File: config.mk
export PLATFORM = sky130hd
export DESIGN_NAME = mmos_ctrl
export DESIGN_NICKNAME = d
export VERILOG_FILES = /design/src/hdl/mmos_pkg.sv /design/src/hdl/mmos_ctrl.sv
export SDC_FILE = /design/constraint.sdc
export NUM_CORES = 1
export LEC_CHECK = 0
export ABC_AREA = 1
export BUFFER_PORTS_ARGS = -buffer_cell sky130_fd_sc_hd__buf_2
export CAP_MARGIN = 20
export CORE_MARGIN = 10
export CORE_UTILIZATION = 41
export DETAILED_ROUTE_END_ITERATION = 10
export GPL_TIMING_DRIVEN = 0
export PLACE_DENSITY = 0.81
export SLEW_MARGIN = 20
export SYNTH_ARGS = -nofsm -noshare
export SYNTH_HDL_FRONTEND = slang
export SYNTH_SLANG_ARGS = --single-unit
File: constraint.sdc
create_clock -name clk_i -period 1.8 [get_ports clk_i]
set_input_delay 0.36 -clock clk_i [delete_from_list [all_inputs] [get_ports clk_i]]
set_output_delay 0.36 -clock clk_i [all_outputs]
set_load 0.03 [all_outputs]
File: src/hdl/mmos_pkg.sv
// Shared constants, codes and control structs for the matrix multiply/scale core.
`timescale 1ns / 1ps
package mmos_pkg;

  localparam int MAX_DIM_DEF     = 8;
  localparam int VALUE_WIDTH_DEF = 32;

  localparam int DATA_W    = 32;  // element and result width
  localparam int FRAC_W    = 16;  // Q16.16 fraction bits
  localparam int POS_W     = 3;   // row / column field width
  localparam int CNT_W     = 4;   // dimension register width
  localparam int CFG_IDX_W = 2;
  localparam int CMD_W     = 2;
  localparam int STAT_W    = 2;
  localparam int TDATA_W   = 40;
  localparam int PAD_W     = TDATA_W - 2 * POS_W - DATA_W;

  localparam logic [CNT_W-1:0] CNT_RESET = 4'd8;

  // input command codes (tuser)
  localparam logic [CMD_W-1:0] CMD_LOAD_A  = 2'd0;
  localparam logic [CMD_W-1:0] CMD_LOAD_B  = 2'd1;
  localparam logic [CMD_W-1:0] CMD_COMPUTE = 2'd2;

  // result status codes (tuser)
  localparam logic [STAT_W-1:0] ST_PRODUCT = 2'd0;
  localparam logic [STAT_W-1:0] ST_SCALE   = 2'd1;
  localparam logic [STAT_W-1:0] ST_ERROR   = 2'd2;

  // configuration register indexes
  localparam logic [CFG_IDX_W-1:0] REG_A_ROWS = 2'd0;
  localparam logic [CFG_IDX_W-1:0] REG_A_COLS = 2'd1;
  localparam logic [CFG_IDX_W-1:0] REG_B_ROWS = 2'd2;
  localparam logic [CFG_IDX_W-1:0] REG_B_COLS = 2'd3;

  typedef struct packed {
    logic              wr_a;
    logic              wr_b;
    logic [DATA_W-1:0] wr_data;
    logic              rd_en;
    logic              first;
    logic              last_term;
    logic              emit_en;
    logic              emit_err;
    logic              emit_last;
    logic [STAT_W-1:0] emit_status;
    logic [POS_W-1:0]  emit_row;
    logic [POS_W-1:0]  emit_col;
  } dp_cmd_t;

  typedef struct packed {
    logic acc_done;
    logic out_free;
  } dp_stat_t;

endpackage

File: src/hdl/mmos_ctrl.sv
// Controller: command decode, mode selection and row/column/term sequencing.
`timescale 1ns / 1ps
module mmos_ctrl import mmos_pkg::*; #(
  parameter int MAX_DIM = MAX_DIM_DEF,
  localparam int AW     = $clog2(MAX_DIM * MAX_DIM)
) (
  input  logic              clk_i,
  input  logic              rst_ni,
  input  logic              s_valid_i,
  output logic              s_ready_o,
  input  logic [CMD_W-1:0]  command_i,
  input  logic [POS_W-1:0]  row_i,
  input  logic [POS_W-1:0]  col_i,
  input  logic [DATA_W-1:0] value_i,
  input  logic [CNT_W-1:0]  a_rows_i,
  input  logic [CNT_W-1:0]  a_cols_i,
  input  logic [CNT_W-1:0]  b_rows_i,
  input  logic [CNT_W-1:0]  b_cols_i,
  input  dp_stat_t          stat_i,
  output dp_cmd_t           cmd_o,
  output logic [AW-1:0]     wr_addr_o,
  output logic [AW-1:0]     a_raddr_o,
  output logic [AW-1:0]     b_raddr_o
);

  localparam int IW = $clog2(MAX_DIM);
  localparam int CW = $clog2(MAX_DIM + 1);

  localparam logic [1:0] S_IDLE  = 2'd0;
  localparam logic [1:0] S_ISSUE = 2'd1;
  localparam logic [1:0] S_WAIT  = 2'd2;
  localparam logic [1:0] S_EMIT  = 2'd3;

  function automatic logic [CW-1:0] clamp_dim(logic [CNT_W-1:0] v);
    logic [CW-1:0] r;
    if (v == '0) begin
      r = CW'(1);
    end else if (int'(v) > MAX_DIM) begin
      r = CW'(MAX_DIM);
    end else begin
      r = CW'(v);
    end
    return r;
  endfunction

  function automatic logic [AW-1:0] elem_addr(logic [IW-1:0] r, logic [IW-1:0] c);
    return AW'(int'(r) * MAX_DIM + int'(c));
  endfunction

  logic [1:0]        state_q, state_d;
  logic [STAT_W-1:0] mode_q, mode_d;
  logic [CW-1:0]     rows_q, rows_d;
  logic [CW-1:0]     cols_q, cols_d;
  logic [CW-1:0]     terms_q, terms_d;
  logic [IW-1:0]     i_q, i_d;
  logic [IW-1:0]     j_q, j_d;
  logic [IW-1:0]     t_q, t_d;

  logic [CW-1:0] ar, ac, br, bc;
  logic          load_ok, t_last, i_last, j_last, run_last;

  assign ar = clamp_dim(a_rows_i);
  assign ac = clamp_dim(a_cols_i);
  assign br = clamp_dim(b_rows_i);
  assign bc = clamp_dim(b_cols_i);

  // loads outside the store are dropped
  assign load_ok  = (int'(row_i) < MAX_DIM) && (int'(col_i) < MAX_DIM);
  assign t_last   = (CW'(t_q) + CW'(1)) == terms_q;
  assign i_last   = (CW'(i_q) + CW'(1)) == rows_q;
  assign j_last   = (CW'(j_q) + CW'(1)) == cols_q;
  assign run_last = (mode_q == ST_ERROR) || (i_last && j_last);

  assign s_ready_o = (state_q == S_IDLE);
  assign wr_addr_o = AW'(int'(row_i) * MAX_DIM + int'(col_i));

  always_comb begin
    state_d   = state_q;
    mode_d    = mode_q;
    rows_d    = rows_q;
    cols_d    = cols_q;
    terms_d   = terms_q;
    i_d       = i_q;
    j_d       = j_q;
    t_d       = t_q;
    cmd_o     = '0;
    cmd_o.wr_data     = value_i;
    cmd_o.emit_status = mode_q;
    cmd_o.emit_row    = POS_W'(i_q);
    cmd_o.emit_col    = POS_W'(j_q);
    cmd_o.emit_err    = (mode_q == ST_ERROR);
    cmd_o.emit_last   = run_last;
    a_raddr_o = elem_addr(i_q, t_q);
    b_raddr_o = elem_addr(t_q, j_q);

    case (state_q)
      S_IDLE: begin
        if (s_valid_i) begin
          case (command_i)
            CMD_LOAD_A: cmd_o.wr_a = load_ok;
            CMD_LOAD_B: cmd_o.wr_b = load_ok;
            CMD_COMPUTE: begin
              i_d    = '0;
              j_d    = '0;
              t_d    = '0;
              rows_d = ar;
              if (ac == br) begin
                mode_d  = ST_PRODUCT;
                cols_d  = bc;
                terms_d = ac;
                state_d = S_ISSUE;
              end else if (br == CW'(1) && bc == CW'(1)) begin
                mode_d  = ST_SCALE;
                cols_d  = ac;
                terms_d = CW'(1);
                state_d = S_ISSUE;
              end else begin
                mode_d  = ST_ERROR;
                state_d = S_EMIT;
              end
            end
            default: ;
          endcase
        end
      end
      S_ISSUE: begin
        cmd_o.rd_en     = 1'b1;
        cmd_o.first     = (t_q == '0);
        cmd_o.last_term = t_last;
        if (mode_q == ST_SCALE) begin
          a_raddr_o = elem_addr(i_q, j_q);
          b_raddr_o = '0;
        end
        if (t_last) begin
          t_d     = '0;
          state_d = S_WAIT;
        end else begin
          t_d = t_q + IW'(1);
        end
      end
      S_WAIT: begin
        if (stat_i.acc_done) begin
          state_d = S_EMIT;
        end
      end
      S_EMIT: begin
        if (stat_i.out_free) begin
          cmd_o.emit_en = 1'b1;
          if (run_last) begin
            state_d = S_IDLE;
          end else begin
            state_d = S_ISSUE;
            if (j_last) begin
              j_d = '0;
              i_d = i_q + IW'(1);
            end else begin
              j_d = j_q + IW'(1);
            end
          end
        end
      end
      default: state_d = S_IDLE;
    endcase
  end

  always_ff @(posedge clk_i or negedge rst_ni) begin
    if (!rst_ni) begin
      state_q <= S_IDLE;
      mode_q  <= ST_PRODUCT;
      rows_q  <= CW'(1);
      cols_q  <= CW'(1);
      terms_q <= CW'(1);
      i_q     <= '0;
      j_q     <= '0;
      t_q     <= '0;
    end else begin
      state_q <= state_d;
      mode_q  <= mode_d;
      rows_q  <= rows_d;
      cols_q  <= cols_d;
      terms_q <= terms_d;
      i_q     <= i_d;
      j_q     <= j_d;
      t_q     <= t_d;
    end
  end

endmodule

## After elaboration in Yosys (flattened, before gate mapping)

Index checks and enable logic that the tools add are counted.

| operators by class | value |
|---|---|
| add/subtract/negate cells | 10 |
| $lt $le $gt $ge | 4 |
| equality and inequality tests | 20 |
| mux-type cells | 46 |
| reductions and logical operators | 19 |

Operators with widths:

| operator | number |
|---|---|
| 4-bit 2-to-1 mux | 12 |
| 3-bit 2-to-1 mux | 10 |
| 6-bit by 3-bit adder with 6-bit output | 4 |
| 6-bit 2-to-1 mux | 4 |
| 2-bit 2-to-1 mux | 11 |
| 3-bit case mux with 2 select lines | 3 |
| 4-bit equality test | 4 |
| 4-bit > comparator (second input constant) | 4 |
| 4-bit logical NOT | 4 |
| 3-bit by 1-bit adder with 4-bit output (second input constant) | 3 |
| 2-bit inequality test (second input constant) | 6 |
| 5-bit AND reduction | 2 |
| 3-bit by 1-bit adder with 3-bit output (second input constant) | 3 |
| 2-bit equality test (second input constant) | 4 |
| 4-bit by 1-bit equality test with 1-bit output (second input constant) | 2 |
| 2-bit case mux with 4 select lines | 1 |
| 2-bit by 1-bit equality test with 1-bit output (second input constant) | 3 |
| 3-bit AND reduction | 2 |
| 6-bit AND reduction | 1 |
| 2-bit nonzero test | 3 |
| 1-bit 2-to-1 mux | 5 |
| 2-bit logical NOT | 2 |
| 4-bit AND reduction | 1 |
| 3-bit logical NOT | 1 |
| 3 further kinds | 4 |

| word-level totals | value |
|---|---|
| register bits after elaboration | 25 |
| input port bits | 61 |
| logic and storage cells | 107 |

## Logic depth before layout (Yosys ltp)

| logic depth | value |
|---|---|
| word-level depth | 10 |
| depth in mapped cells | 13 |
| gate-level depth less buffers | 13 |

## Worst setup path before layout

No wires, ideal clock.

| path | value |
|---|---|
| path type | register to output |
| start point | register state_q[1] |
| end point | output a_raddr_o[0] |
| arrival | 1,867 ps |
| required time | 1,440 ps |
| setup slack | -427 ps |
| cell stages (with the launch flop) | 8 |
| buffers on the path | 1 |
| cell sequence | dfrtp_1 > inv_1 > ha_1 > inv_1 > nor3_1 > clkbuf_1 > nand2_1 > o21ai_0 |

| between the ends | value |
|---|---|
| word-level cells in the longest chain between the ends | 2 |

Ends and longest elaborated chain:

| item | line | text |
|---|---|---|
| start, declared | mmos_ctrl.sv:50 | `logic [1:0] state_q, state_d;` |
| start signal, assigned | mmos_ctrl.sv:177 | `state_q <= state_d;` |
| 2-bit by 1-bit equality test with 1-bit output | mmos_ctrl.sv:96 | `case (state_q)` |
| 6-bit 2-to-1 mux | mmos_ctrl.sv:96 |  |
| end, declared | mmos_ctrl.sv:22 | `output logic [AW-1:0] a_raddr_o,` |

No other way between the ends.

## Worst setup path in the final report

| path | value |
|---|---|
| start point | register i_q[0] |
| end point | output cmd_o[8] (netlist name) |

| between the ends | value |
|---|---|
| word-level cells in the longest chain between the ends | 4 |

Ends and longest elaborated chain:

| item | line | text |
|---|---|---|
| start, declared | mmos_ctrl.sv:55 | `logic [IW-1:0] i_q, i_d;` |
| start signal, assigned | mmos_ctrl.sv:182 | `i_q <= i_d;` |
| 3-bit by 1-bit adder with 4-bit output | mmos_ctrl.sv:70 | `assign i_last = (CW'(i_q) + CW'(1)) == rows_q;` |
| 4-bit equality test | mmos_ctrl.sv:70 |  |
| 1-bit logical AND | mmos_ctrl.sv:72 | `assign run_last = (mode_q == ST_ERROR) \|\| (i_last && j_last);` |
| 1-bit logical OR | mmos_ctrl.sv:72 |  |
| end, declared | mmos_ctrl.sv:20 | `output dp_cmd_t cmd_o,` |

No other way between the ends.

==> flow_summary.yaml <==
clock_tree:
  clk-insertion-delay-late_ps: 270
  hold_buffers: 0
  htreeDepth: 1
  root_buffer: "clkbuf_8"
  clk_pin_slew_ps: 90
  cts_tree: "built"
  cts_buffers: 3
  clock-sinks: 25
  clock_path_buffers: 2
detailed_routing:
  top_layer: "met4"
  wirelength_um: 6870
  initialDrtViolationCount: 136
  wire_per_inst_um: 13.6
  dr_total_vias: 2360
  wl_met1_um: 2530
  ant_nets: 0
  firstDrtPassIters: 5
  route.detailed.drc: 0
  avgViaCountPerCell: 4.68
  wl_met3_um: 713
  wl_met2_um: 3480
timing:
  rsz0062_at_grt: "true"
  fin_ws_ps: -223
  slew_headroom_pct: 63.1
  slew_violations: 0
  setup_violations: 12
  fin_crit_ps: 2020
  fin_worst_skew_ps: 8.03
  max_freq_ghz: 0.494
  tightest_slew_ps: 554
  hold_viol_final: 0
  holdWs_ps: 65.0
  fin_crit_sh_pct: 112
place:
  dpl-instance-area_um2: 2780
  post-place-ws_ps: -313
  dp_hpwl_um: 5140
  place.gp.congestion: 0.886
  portBuffers: 89
final_layout:
  diodes: 0
  drive_gt1_share_pct: 52.1
  syn_to_final_growth_pct: 48.0
  seq_area_um2: 638
  nFillCells: 439
  final_area_um2: 3210
  final_nets: 504
  multi_input_area_um2: 1250
global_routing:
  grt_use_total_pct: 14.4
  grt_pass1_vias: 2326
  grt_pass1_wl_um: 10500
  antenna_found_initial: 0
  grt_remaining_overflow: 0
  grt_max_degree: 26
job:
  maxCapViolCount: 0
worst_setup_path:
  crit_path_end_kind: "output port"
  rrSetupSlack_ps: 60
  crit_slowest_cell: "dfrtp_2"
  arrival_ps: 1660
  r2r-start: "j_q[0]"
  required_ps: 1440
  setup.worst_path.class: "flip-flop to output port"
  crit_chain: "ha_4, inv_2, nand2_2, nand2_2, nor2_2, inv_1, nor2_1, nand2_1, nand2_1, buf_6"
  worst-path-buf-inv: 3
  rr_worst_depth: 10
  r2r-end: "i_q[2]"
  slowest_delay_ps: 450
  critPathTopFamily: "flip-flops"
  crit_fanout: 3
  critPathLaunchType: "flip-flop"
synthesis:
  synth.yosys.seq_area_share_pct: 29.0
  postSynthNetCount: 387
  netlist_area_um2: 2170
  yosysWarnings: 0
  synth_top_cell_by_area: "dfrtp_1"
  synthCells: 318
  synth_area_per_cell_um2: 6.82
  synth_top_area_share_pct: 25.4
  synth_cell_types: 30
  ys_seq_elements: 25
  yosys-top-cells-area: "dfrtp_1, nand2_1, buf_4"
pwr:
  power.density_nw_per_um2: 1330
  leakage_nw: 1.76
  ir_worst_vdd_mv: 0.653
  power_mw: 4.27
die:
  start_util_pct: 42.5
  io_pins: 128
  dieArea_um2: 8600
  die_y_um: 92.7
  die_x_um: 92.7
  row_count: 26
  core-area_um2: 5110
status:
  status: "complete, but fails checks"
  violations: "setup timing"
worst_hold_path:
  hold_path.class: "input port to asynchronous set/reset pin"
==> cells in the mapped netlist <==
cell      instances
nand2_4           2
ha_1              8
dfrtp_1          22
clkinv_4          1
nor2_2            1
nand3_1          20
nand3_2           1
buf_4            42
nand2_1          87
xnor2_1           4
a21oi_2           1
inv_1            41
xor2_1            3
inv_2             4
buf_2             1
nand4_1           5
xnor2_2           1
or2_2             1
a21oi_1           7
clkbuf_1          1
nand2_8           1
nand3b_1          2
o21ai_1           5
dfstp_2           3
nand2_2           2
o21ai_0          15
o22ai_1           2
nor2_1           28
nor3_1            5
nor2_4            2
==> registers in the layout, summed over array words and instances (netlist names) <==
signal and flops:
i_q 3, cols_q 4, rows_q 4, state_q 2, j_q 3, mode_q 2
t_q 3, terms_q 4
==> cell families after synthesis <==
kind of cell / Yosys count / share of synthesized area (%)
adders and majority gates: 8 / 4.62
DFF: 25 / 29.0
AOI/OAI and AO/OA: 30 / 7.21
buffers and inverters: 90 / 23.1
and+or+nand+nor: 157 / 32.4
xor gates and xnor gates: 8 / 3.58
==> worst max path at each step <==
stage,end,slack [ps],from,cells after the start
6_report,cmd_o[8],-220,i_q[0],10
5_1_grt,a_raddr_o[0],-320,state_q[1],8
4_1_cts,cmd_o[8],-200,i_q[0],10
3_5_place_dp,a_raddr_o[0],-310,state_q[1],8
3_3_place_gp,a_raddr_o[0],-250,state_q[1],8
2_1_floorplan,a_raddr_o[0],-40,state_q[1],7
==> what timing repair did <==
action / 4_1_cts / 5_1_grt
endpoints found under the setup margin: 16 / 27
gates resized for setup: 34 / 32
pin swaps: 7 / 6
cloned: 1 / 0
buffers inserted: 15 / 10
==> layer usage <==
| metal | global-route usage (%) | up-vias |
|---|---|---|
| li1 | - | 1184 |
| met3 | 5.33 | 13 |
| met4 | 4.88 | 0 |
| met1 | 15.6 | 1059 |
| met2 | 25.4 | 104 |
| met5 | 0 | - |
==> final cells by class <==
class | instances | share of cell area (%)
clock buffers | 4 | 1.40
well taps | 70 | 2.73
flip-flops and latches | 25 | 19.9
plain buffers | 43 | 10.2
inverters | 46 | 5.77
repair buffers | 113 | 21.1
multi-input cells | 203 | 38.9
==> stage by stage <==
stage / std cells / utilization [%] / setup TNS [ps]
detailed placement: 477 / 54.4 / -2120
floorplan: 318 / - / -40.7
global placement: 477 / 54.4 / -1560
finish: 504 / 62.8 / -1730
global route: 504 / 62.8 / -3040
CTS: 496 / 59.7 / -2120
==> report_power, final <==
part	switching [mW]	internal (mW)	total, mW
clock	0.173	0.158	0.332
combinational	1.77	1.21	2.99
sequential	0.179	0.771	0.950
==> layout by cell type, fill, tap and decap left out, drive strengths merged <==
cell	instances
nand2	92
xor2	3
nand3	21
nor3	5
nor2	31
o21ai	20
ha	8
inv	45
o22ai	2
or2	1
nand3b	2
a21oi	8
clkbuf	5
nand4	5
dfstp	3
dfrtp	22
xnor2	5
clkinv	1
buf	155
(Power assumes the default switching activity.)
